## src/twfc_pkg.sv

```systemverilog
// Shared constants, word layouts and input and result types for the tile window fetch controller.
package twfc_pkg;

  localparam int WORDS_PER_LINE = 8;
  localparam int LINES_PER_TILE = 32;
  localparam int SETTLE_TICKS   = 3;
  localparam int VALID_TICKS    = 256;

  localparam int ADDR_W   = 32;
  localparam int DATA_W   = 32;
  localparam int COORD_W  = 16;
  localparam int STRIDE_W = 16;

  localparam int WORD_CNT_W = (WORDS_PER_LINE > 1) ? $clog2(WORDS_PER_LINE) : 1;
  localparam int LINE_CNT_W = $clog2(LINES_PER_TILE + 1);
  localparam int WAIT_MAX   = (SETTLE_TICKS > VALID_TICKS + 1) ? SETTLE_TICKS
                                                                : VALID_TICKS + 1;
  localparam int WAIT_CNT_W = $clog2(WAIT_MAX + 1);

  // bytes to step back from the end of a line to its start
  localparam logic [ADDR_W-1:0] LINE_BACK = ADDR_W'(4 * (WORDS_PER_LINE - 1));
  localparam logic [ADDR_W-1:0] WORD_BYTES = ADDR_W'(4);

  // stream word layouts (payload bits, padded to whole bytes)
  localparam int IN_BITS   = 1 + COORD_W + COORD_W + 1 + DATA_W;
  localparam int IN_TDATA_W  = ((IN_BITS + 7) / 8) * 8;
  localparam int OUT_BITS  = 1 + 1 + ADDR_W + 1 + DATA_W + 1 + 1;
  localparam int OUT_TDATA_W = ((OUT_BITS + 7) / 8) * 8;

  // configuration register indexes
  localparam int CFG_IDX_W  = 1;
  localparam int CFG_DATA_W = 32;
  localparam logic [CFG_IDX_W-1:0] CFG_FRAME_BASE  = 1'b0;
  localparam logic [CFG_IDX_W-1:0] CFG_LINE_STRIDE = 1'b1;

  localparam logic [ADDR_W-1:0]   FRAME_BASE_RST  = 32'h0000_0800;
  localparam logic [STRIDE_W-1:0] LINE_STRIDE_RST = 16'd640;

  typedef struct packed {
    logic                tile_req;
    logic [COORD_W-1:0]  window_x;
    logic [COORD_W-1:0]  window_y;
    logic                bus_ack;
    logic [DATA_W-1:0]   bus_read_data;
  } twfc_in_t;

  typedef struct packed {
    logic                bus_cycle;
    logic                bus_strobe;
    logic [ADDR_W-1:0]   bus_address;
    logic                buffer_write;
    logic [DATA_W-1:0]   buffer_data;
    logic                ask_for_xy;
    logic                valid_res;
  } twfc_res_t;

endpackage

```

## src/tile_window_fetch_controller.sv

```systemverilog
// Top level: configuration registers, stream handshake and word packing.
// Latency: a result word is presented on the cycle after its input word is accepted.
// Throughput: one word per cycle while out_tready is high; each input yields exactly one result word.
// The result register frees in the same cycle it is taken, so out_tready alone sets the rate.
// Reset (rst_n low, synchronous): sequencer idle waiting for a tile, all flags and
// the held address/data cleared, frame base 0x800, line stride 640.
module tile_window_fetch_controller (
  input  logic                                 clk,
  input  logic                                 rst_n,
  // tile_req, window_x, window_y, bus_ack, bus_read_data (from bit 0 up)
  input  logic [twfc_pkg::IN_TDATA_W-1:0]      in_tdata,
  input  logic                                 in_tvalid,
  output logic                                 in_tready,
  // bus_cycle, bus_strobe, bus_address, buffer_write, buffer_data, ask_for_xy,
  // valid_res (from bit 0 up)
  output logic [twfc_pkg::OUT_TDATA_W-1:0]     out_tdata,
  output logic                                 out_tvalid,
  input  logic                                 out_tready,
  input  logic                                 cfg_we,
  input  logic [twfc_pkg::CFG_IDX_W-1:0]       cfg_addr,
  input  logic [twfc_pkg::CFG_DATA_W-1:0]      cfg_wdata
);
  import twfc_pkg::*;

  logic [ADDR_W-1:0]   frame_base_r;
  logic [STRIDE_W-1:0] line_stride_r;
  logic                out_valid_r, out_valid_nxt;
  logic                step;
  twfc_in_t            item;
  twfc_res_t           res;

  // unpack input word
  assign item.tile_req      = in_tdata[0];
  assign item.window_x      = in_tdata[COORD_W:1];
  assign item.window_y      = in_tdata[2*COORD_W:COORD_W+1];
  assign item.bus_ack       = in_tdata[2*COORD_W+1];
  assign item.bus_read_data = in_tdata[2*COORD_W+1+DATA_W:2*COORD_W+2];

  assign in_tready = !out_valid_r || out_tready;
  assign step      = in_tvalid && in_tready;

  always_comb begin
    out_valid_nxt = out_valid_r;
    if (step) begin
      out_valid_nxt = 1'b1;
    end else if (out_tready) begin
      out_valid_nxt = 1'b0;
    end
  end

  always_ff @(posedge clk) begin
    if (!rst_n) begin
      out_valid_r   <= 1'b0;
      frame_base_r  <= FRAME_BASE_RST;
      line_stride_r <= LINE_STRIDE_RST;
    end else begin
      out_valid_r <= out_valid_nxt;
      if (cfg_we) begin
        case (cfg_addr)
          CFG_FRAME_BASE:  frame_base_r  <= cfg_wdata[ADDR_W-1:0];
          CFG_LINE_STRIDE: line_stride_r <= cfg_wdata[STRIDE_W-1:0];
          default: ;
        endcase
      end
    end
  end

  twfc_seq u_seq (
    .clk         (clk),
    .rst_n       (rst_n),
    .step        (step),
    .item        (item),
    .frame_base  (frame_base_r),
    .line_stride (line_stride_r),
    .res         (res)
  );

  assign out_tvalid = out_valid_r;
  assign out_tdata  = {{(OUT_TDATA_W-OUT_BITS){1'b0}},
                       res.valid_res,
                       res.ask_for_xy,
                       res.buffer_data,
                       res.buffer_write,
                       res.bus_address,
                       res.bus_strobe,
                       res.bus_cycle};

endmodule

```

## src/twfc_seq.sv

```systemverilog
// Fetch sequencer: phase, address and counters, advanced once per accepted word.
module twfc_seq (
  input  logic                            clk,
  input  logic                            rst_n,
  input  logic                            step,
  input  twfc_pkg::twfc_in_t              item,
  input  logic [twfc_pkg::ADDR_W-1:0]     frame_base,
  input  logic [twfc_pkg::STRIDE_W-1:0]   line_stride,
  output twfc_pkg::twfc_res_t             res
);
  import twfc_pkg::*;

  typedef enum logic [2:0] {
    PH_NEW_TILE = 3'd0,
    PH_START    = 3'd1,
    PH_READ     = 3'd2,
    PH_ENDLINE  = 3'd3,
    PH_END      = 3'd4,
    PH_SETTLE   = 3'd5,
    PH_VALID    = 3'd6
  } phase_t;

  phase_t                phase_r, phase_nxt;
  logic [ADDR_W-1:0]     fetch_addr_r, fetch_addr_nxt;
  logic [WORD_CNT_W-1:0] word_cnt_r, word_cnt_nxt;
  logic [LINE_CNT_W-1:0] line_cnt_r, line_cnt_nxt;
  logic [WAIT_CNT_W-1:0] wait_cnt_r, wait_cnt_nxt;
  logic                  wr_pend_r, wr_pend_nxt;
  logic [DATA_W-1:0]     held_word_r, held_word_nxt;
  logic [ADDR_W-1:0]     held_addr_r, held_addr_nxt;
  logic                  cyc_r, cyc_nxt;
  logic                  stb_r, stb_nxt;
  logic                  write_r, write_nxt;
  logic                  ask_r, ask_nxt;
  logic                  valid_r, valid_nxt;

  logic [ADDR_W-1:0]     row_offset;
  logic [ADDR_W-1:0]     start_addr;
  logic [LINE_CNT_W-1:0] line_cnt_inc;
  logic [WAIT_CNT_W-1:0] wait_cnt_inc;

  assign row_offset   = {{(ADDR_W-STRIDE_W){1'b0}}, line_stride} *
                        {{(ADDR_W-COORD_W){1'b0}}, item.window_y};
  assign start_addr   = frame_base + {{(ADDR_W-COORD_W){1'b0}}, item.window_x[COORD_W-1:2], 2'b00}
                        + row_offset;
  assign line_cnt_inc = line_cnt_r + 1'b1;
  assign wait_cnt_inc = wait_cnt_r + 1'b1;

  always_comb begin
    phase_nxt      = phase_r;
    fetch_addr_nxt = fetch_addr_r;
    word_cnt_nxt   = word_cnt_r;
    line_cnt_nxt   = line_cnt_r;
    wait_cnt_nxt   = wait_cnt_r;
    wr_pend_nxt    = wr_pend_r;
    held_word_nxt  = held_word_r;

    case (phase_r)
      PH_START: begin
        word_cnt_nxt   = '0;
        line_cnt_nxt   = '0;
        fetch_addr_nxt = start_addr;
        wr_pend_nxt    = 1'b0;
        phase_nxt      = PH_READ;
      end
      PH_READ: begin
        if (item.bus_ack) begin
          held_word_nxt = item.bus_read_data;
          wr_pend_nxt   = 1'b1;
          if (word_cnt_r == WORD_CNT_W'(WORDS_PER_LINE - 1)) begin
            // back to the line start, then down one stride
            word_cnt_nxt   = '0;
            fetch_addr_nxt = fetch_addr_r + {{(ADDR_W-STRIDE_W){1'b0}}, line_stride} - LINE_BACK;
            line_cnt_nxt   = line_cnt_inc;
            phase_nxt      = (line_cnt_inc >= LINE_CNT_W'(LINES_PER_TILE)) ? PH_END : PH_ENDLINE;
          end else begin
            word_cnt_nxt   = word_cnt_r + 1'b1;
            fetch_addr_nxt = fetch_addr_r + WORD_BYTES;
          end
        end else begin
          wr_pend_nxt = 1'b0;
        end
      end
      PH_ENDLINE: begin
        wr_pend_nxt = 1'b0;
        phase_nxt   = PH_READ;
      end
      PH_END: begin
        wr_pend_nxt  = 1'b0;
        wait_cnt_nxt = '0;
        phase_nxt    = PH_SETTLE;
      end
      PH_SETTLE: begin
        wait_cnt_nxt = wait_cnt_inc;
        if (wait_cnt_inc >= WAIT_CNT_W'(SETTLE_TICKS)) begin
          wait_cnt_nxt = '0;
          phase_nxt    = PH_VALID;
        end
      end
      PH_VALID: begin
        wait_cnt_nxt = wait_cnt_inc;
        if (wait_cnt_inc >= WAIT_CNT_W'(VALID_TICKS + 1)) begin
          phase_nxt = PH_NEW_TILE;
        end
      end
      default: begin
        phase_nxt = item.tile_req ? PH_START : PH_NEW_TILE;
      end
    endcase
  end

  // output flags follow the phase being entered
  always_comb begin
    held_addr_nxt = held_addr_r;
    cyc_nxt       = cyc_r;
    stb_nxt       = stb_r;
    write_nxt     = write_r;
    ask_nxt       = ask_r;
    valid_nxt     = valid_r;

    case (phase_nxt)
      PH_START: begin
        valid_nxt = 1'b0;
      end
      PH_READ: begin
        cyc_nxt       = 1'b1;
        stb_nxt       = 1'b1;
        held_addr_nxt = fetch_addr_nxt;
        write_nxt     = wr_pend_nxt;
      end
      PH_ENDLINE: begin
        cyc_nxt   = 1'b0;
        stb_nxt   = 1'b0;
        write_nxt = wr_pend_nxt;
      end
      PH_END: begin
        cyc_nxt   = 1'b0;
        stb_nxt   = 1'b0;
        write_nxt = wr_pend_nxt;
        ask_nxt   = 1'b1;
      end
      PH_SETTLE: begin
        ask_nxt   = 1'b0;
        write_nxt = 1'b0;
      end
      PH_VALID: begin
        valid_nxt = 1'b1;
      end
      default: begin
        valid_nxt = 1'b0;
      end
    endcase
  end

  always_ff @(posedge clk) begin
    if (!rst_n) begin
      phase_r      <= PH_NEW_TILE;
      fetch_addr_r <= '0;
      word_cnt_r   <= '0;
      line_cnt_r   <= '0;
      wait_cnt_r   <= '0;
      wr_pend_r    <= 1'b0;
      held_word_r  <= '0;
      held_addr_r  <= '0;
      cyc_r        <= 1'b0;
      stb_r        <= 1'b0;
      write_r      <= 1'b0;
      ask_r        <= 1'b0;
      valid_r      <= 1'b0;
    end else if (step) begin
      phase_r      <= phase_nxt;
      fetch_addr_r <= fetch_addr_nxt;
      word_cnt_r   <= word_cnt_nxt;
      line_cnt_r   <= line_cnt_nxt;
      wait_cnt_r   <= wait_cnt_nxt;
      wr_pend_r    <= wr_pend_nxt;
      held_word_r  <= held_word_nxt;
      held_addr_r  <= held_addr_nxt;
      cyc_r        <= cyc_nxt;
      stb_r        <= stb_nxt;
      write_r      <= write_nxt;
      ask_r        <= ask_nxt;
      valid_r      <= valid_nxt;
    end
  end

  assign res.bus_cycle    = cyc_r;
  assign res.bus_strobe   = stb_r;
  assign res.bus_address  = held_addr_r;
  assign res.buffer_write = write_r;
  assign res.buffer_data  = held_word_r;
  assign res.ask_for_xy   = ask_r;
  assign res.valid_res    = valid_r;

  a_ask_in_end: assert property (@(posedge clk) disable iff (!rst_n)
    ask_r |-> phase_r == PH_END)
    else $error("ask_for_xy high outside the end phase");

  a_valid_in_valid: assert property (@(posedge clk) disable iff (!rst_n)
    valid_r |-> phase_r == PH_VALID)
    else $error("valid_res high outside the output period");

  a_addr_moves_in_read: assert property (@(posedge clk) disable iff (!rst_n)
    !$stable(held_addr_r) |-> phase_r == PH_READ)
    else $error("bus address changed outside the read phase");

  a_word_cnt_range: assert property (@(posedge clk) disable iff (!rst_n)
    word_cnt_r <= WORD_CNT_W'(WORDS_PER_LINE - 1))
    else $error("word counter past end of line");

  a_bus_idle_outside_read: assert property (@(posedge clk) disable iff (!rst_n)
    cyc_r |-> (phase_r == PH_READ) && !ask_r && !valid_r)
    else $error("bus cycle active outside the read phase");

endmodule
```

## config.mk

```make
export PLATFORM = sky130hd
export DESIGN_NAME = tile_window_fetch_controller
export DESIGN_NICKNAME = d
export VERILOG_FILES = /design/src/twfc_pkg.sv /design/src/tile_window_fetch_controller.sv /design/src/twfc_seq.sv
export SDC_FILE = /design/constraint.sdc
export NUM_CORES = 1
export LEC_CHECK = 0
export BUFFER_PORTS_ARGS = -buffer_cell sky130_fd_sc_hd__buf_2
export CAP_MARGIN = 20
export CORE_MARGIN = 3
export CORE_UTILIZATION = 55
export DETAILED_ROUTE_END_ITERATION = 7
export PLACE_DENSITY = 0.84
export REMOVE_ABC_BUFFERS = 1
export SLEW_MARGIN = 25
export SYNTH_ARGS = -nofsm -noshare
export SYNTH_HDL_FRONTEND = slang
export SYNTH_SLANG_ARGS = --single-unit
```

## constraint.sdc

```tcl
create_clock -name clk -period 8.5 [get_ports clk]
set_clock_uncertainty 0.2 [all_clocks]
set_input_delay 0.85 -clock clk [delete_from_list [all_inputs] [get_ports clk]]
set_output_delay 0.85 -clock clk [all_outputs]
set_load 0.1 [all_outputs]
```

# == Word-level counts from Yosys, hierarchy flattened ==
# Index checks and enable logic that the tools add are counted.
# W data, S select, Z words.
# totals
ff_bits,171
# op_classes
add_sub_neg,8
mul,1
n_lt_le_gt_ge,3
n_eq_ne,14
mux,26
bitwise_logic,2
n_reduce_logical,25
# ops
operator,n
$add A32 B16 Y32,2
$mux W32,2
$pmux W32 S2,1
$add A32 B3 Y32 const B,1
$add A32 B32 Y32,1
$mul A16 B16 Y32,1
$sub A32 B5 Y32 const B,1
$pmux W9 S3,1
$eq A3 B3 Y1 const B,7
$mux W3,7
$reduce_and A2 Y1,8
$pmux W3 S5,1
$eq A3 B2 Y1 const B,4
$mux W6,2
$pmux W6 S2,1
$pmux W1 S2,5
$reduce_bool A2 Y1,5
$add A9 B1 Y9 const B,1
$ge A9 B2 Y1 const B,1
$ge A9 B9 Y1 const B,1
$mux W9,1
$add A6 B1 Y6 const B,1
$ge A6 B6 Y1 const B,1
$pmux W3 S2,1
15 further kinds,22

# == Logic depth before layout (Yosys ltp) ==
# depth
word_depth,10
depth_mapped,24
mapped_depth_nobuf,22

# == Hierarchy ==
# Synthesis repeated with hierarchy kept, for this count alone.
# hier_totals
hier_cells,2561
area_unflattened_um2,20818.7
# modules_own_cells
module,instances,cells_each,area_each_um2,seq_area_each_um2
twfc_seq,1,2356,18853.1,2422.3
tile_window_fetch_controller,1,205,1965.6,980.9

# == Least setup slack after synthesis ==
# OpenSTA, ideal clock, no wires.
# synth_path
path_kind,input to register
startpoint,in in_tdata[24] in the netlist's numbering
endpoint,reg u_seq.fetch_addr_r[31]
setup_ns,0.122
arrival_ns,6.608
t_required_ns,8.178
slack_ns,1.570
cell_stages,22
path_buffers,1
path_cell_list,clkbuf_1 nand2_1 fa_1 inv_1 fa_1 inv_1 fa_1 inv_1 fa_1 fa_1 inv_1 fa_1 inv_1 ha_1 a211oi_1 o211ai_1 a221oi_1 a211o_1 a21oi_1 or2_2 a211o_1 a221o_1
# synth_via
elab_chain_len,3
# synth_lines
element,line,source
"start, declared",tile_window_fetch_controller.sv:11,"input logic [twfc_pkg::IN_TDATA_W-1:0] in_tdata,"
$mul A16 B16 Y32,twfc_seq.sv:42,"assign row_offset = {{(ADDR_W-STRIDE_W){1'b0}}, line_stride} *"
$add A32 B32 Y32,twfc_seq.sv:45,+ row_offset;
$pmux W32 S2,twfc_seq.sv:58,case (phase_r)
"end signal, assigned",twfc_seq.sv:172,fetch_addr_r <= fetch_addr_nxt;
"end, declared",twfc_seq.sv:24,"logic [ADDR_W-1:0] fetch_addr_r, fetch_addr_nxt;"
# No other way between the ends.
# A chain may end at the register's enable or synchronous reset.

# == Worst setup path after layout ==
# layout_path
startpoint,reg line_stride_r[9]
endpoint,reg u_seq.held_addr_r[28]
# layout_via
elab_chain_len,5
word_cells_on_any_way,7
cone_classes,3 x add/sub; 1 x mul; 3 x mux
# layout_lines
element,line,source
"start, declared",tile_window_fetch_controller.sv:26,logic [STRIDE_W-1:0] line_stride_r;
"start signal, assigned",tile_window_fetch_controller.sv:61,CFG_LINE_STRIDE: line_stride_r <= cfg_wdata[STRIDE_W-1:0];
branches (longest 4 deep; another with $mul A16 B16 Y32),-,
$pmux W32 S2 *,twfc_seq.sv:58,
"end signal, assigned",twfc_seq.sv:178,held_addr_r <= held_addr_nxt;
"end, declared",twfc_seq.sv:30,"logic [ADDR_W-1:0] held_addr_r, held_addr_nxt;"
# Every way passes the cells marked *.

==> run metrics <==
outcome completed; Reg2Reg Setup Slack 1.07 ns; Slew Limit Fails 0; hold endpoint u_seq.held_word_r[0]; wire length on met3 roughly 4.8 mm; area of the die 0.0388 mm²; Tcrit/Tclk final 0.874; I/O pin count between 150 and 200; switching share of power 0.502; share of the synthesized area in the top cell type 0.239; utilization after layout 0.608; Initial Util 0.561; HPWL Detailed 42.5 mm; Worst Path Max Fanout 17; antenna-violating nets left 0; Clk pin slew, worst setup/hold paths ~0.080 ns; die width 197 µm; DRT Pass-1 Iters 6; Skew-Pair Late Insertion Delay 0.46 ns; CP max stage cell dfxtp_1; Layout area overhead 8.25%; Setup CP Type flop to flop; WP buf/inv 3; Final nets ~3100; initial antenna violation count 0; crit path capture type flop; largest net degree at the start of global routing 102; Synth area leaders fa_1 (24%), dfxtp_1 (17%), ha_1 (10%); cts repair resizes 0; crit path launch type flop; # port buffers 172; layout cell share with drive strength beyond 1 0.0942; Syn. warnings 0; Post-CTS Hold Fix Bufs 0; routed vias/inst 5.80; final setup TNS 0 ns; Slew HR 0.324; Total GRT Usage 0.290; Switch Pwr 2.33 mW; crit path DAT 7.54 ns; clock share of power 0.179; fill cell count about 3100; antenna cells 0; Post-synth EDFFs 0; worst hold path depth 2; FMAX 135 MHz; LEAKAGE 10.4 nW; first-pass GRT wire length 90.8 mm; CTS Buf Count 17; predominant post-synthesis flop cell dfxtp_1; register bit total from synthesis 170; reg2reg end u_seq.held_addr_r[28]; Internal Pwr Total 2.31 mW; sequential power share 0.195; gpl congestion 0.960; mapped cell area 0.0201 mm²; number of global-route vias before repair 18200; Synth area leader fa_1; post-route minimum period 7.43 ns; highest metal layer with signal wires met4; Non-Filler Instances 3084; Crit path max-delay family adder cells; Final Hold Fails 0; total grt overflow 0; Cell Pwr Density 214 mW/mm²; Routed WL per cell about 18 µm; CTS tree done; Clock Sink Count 170; number of max-cap violations 0; routed vias roughly 18000; Slew @ Worst Pin 1.01 ns; maximum vdd drop 0.212 mV; height of the die 197 µm; max incr delay on CP just over 0.9 ns; R2R cell count 19; most frequent cells in the layout inv_1 (442), nand2_1 (379), fa_1 (240), a21oi_1 (185), buf_2 (172); unrepaired setup endpoints after global routing false; met2 WL around 27 mm; most common cell after layout, fill and taps aside inv_1; Clock Tree Buf Depth 2; drt drc 0; H-tree level count 4; worst r2r src line_stride_r[9]; Seq/Total Area, Yosys 0.170; Final setup viols 0; Setup Buffers After CTS 0; root buf cell clkbuf_16; Post-Route WL 55.7 mm; Iteration-0 DRC Markers 1258; wire length on met1 about 22 mm; synth unique cells 75; crit path cell chain nand2_1, fa_1, fa_1, fa_1, inv_1, fa_1, fa_1, inv_1, fa_1, inv_1, ha_1, and3_1, nand2_1, a311oi_1, o2111ai_1, a41oi_1, nor3_1, o21ai_0, a31oi_1; Post-synth ARST share 0; combinational power share 0.626; number of cell rows 69; CORE AREA between 0.03 and 0.04 mm²; worst hold path class flop to flop; worst path required time 8.61 ns; placed instance count 3053; worst hold start u_seq.held_word_r[0]; syn_area_per_cell 7.92 µm²; most frequent CP cell fa_1; Post-Synthesis Cells between 2000 and 3000
## worst reg2reg max path, delay by kind of cell, from the launching register on
| family | cells | cell delay, ns |
|---|---|---|
| adder cells (fa/ha/maj) | 7 | 3.53 |
| AO/OA/AOI/OAI | 5 | 1.92 |
| flip-flops | 1 | 0.93 |
| AND/OR/NAND/NOR | 4 | 0.55 |
| buffers and inverters | 3 | 0.17 |
## metrics by stage
stage / power (mW) / setup slack (ns) / hold slack [ns] / cell area (µm²)
final: 4.64 / 1.07 / 0.255 / 21700
after detailed placement: 3.74 / 1.01 / 0.243 / 21100
after CTS: 4.60 / 1.23 / 0.254 / 21700
after global placement: 3.66 / 1.06 / 0.239 / 21100
after global routing: 5.00 / 0.861 / 0.265 / 21700
after floorplan: 2.96 / 1.85 / 0.236 / 19500
## Yosys cell counts, types with 23 or more instances
library cell    n
o21ai_0        95
nand3_1        45
nand2_1       380
a31oi_1        24
and2_1        134
inv_1         442
dfxtp_1       170
ha_1          166
nor2_1        114
clkbuf_1      110
nand4_1        23
fa_1          240
nor3_1         39
a21oi_1       185
xnor2_1        34
a21o_1         29
a211oi_1       38
## sequential cells by signal, summed over array words and instances, names as in the netlist, 3 cells and up
signal and cells:
frame_base_r 32, u_seq.fetch_addr_r 32, u_seq.held_addr_r 32, u_seq.held_word_r 32, line_stride_r 16, u_seq.wait_cnt_r 9
u_seq.line_cnt_r 6, u_seq.phase_r 3, u_seq.word_cnt_r 3
## cell families after synthesis
kind of cell	after synthesis	synth area share
buffers and inverters	575	0.110
AND/OR/NAND/NOR	828	0.195
AO/OA/AOI/OAI	488	0.152
adder cells (fa/ha/maj)	406	0.343
XOR/XNOR	53	0.0231
flip-flops	170	0.170
multiplexers	13	0.00667
other	1	0.000187
## layout make-up
class,instances,area (µm²),share of cell area
multi-input combinational,1791,14500,0.667
sequential,170,3400,0.157
inverter,443,1670,0.0767
timing repair buffer,188,985,0.0453
tap,461,577,0.0266
clock buffer,17,425,0.0196
clock inverter,14,180,0.00830
## worst max path at each step
stage                            startpoint                endpoint  slack [ns]  depth (start not counted)
after floorplan                in_tdata[21]   u_seq.held_addr_r[29]        1.85                         20
after global placement         in_tdata[24]  u_seq.fetch_addr_r[29]        1.06                         22
after detailed placement       in_tdata[24]  u_seq.fetch_addr_r[29]        1.01                         22
after CTS                  line_stride_r[9]  u_seq.fetch_addr_r[28]        1.23                         19
after global routing      line_stride_r[12]   u_seq.held_addr_r[30]        0.86                         19
final                      line_stride_r[9]   u_seq.held_addr_r[28]        1.07                         19
## power by group through the flow
| stage | combinational, mW | sequential (mW) | clock (mW) |
|---|---|---|---|
| 3_3_place_gp | 2.74 | 0.917 | 0 |
| 5_1_grt | 3.23 | 0.910 | 0.865 |
| 3_5_place_dp | 2.82 | 0.920 | 0 |
| 4_1_cts | 2.86 | 0.902 | 0.837 |
| 2_1_floorplan | 1.95 | 1.01 | 0 |
| 6_report | 2.91 | 0.904 | 0.828 |
## metal layers
metal,GRT usage,up-vias
met2,0.481,794
met1,0.368,8595
met4,0.123,0
li1,-,8325
met3,0.0634,163
met5,0,-
No activity file was read; power rests on OpenSTA's default activity.
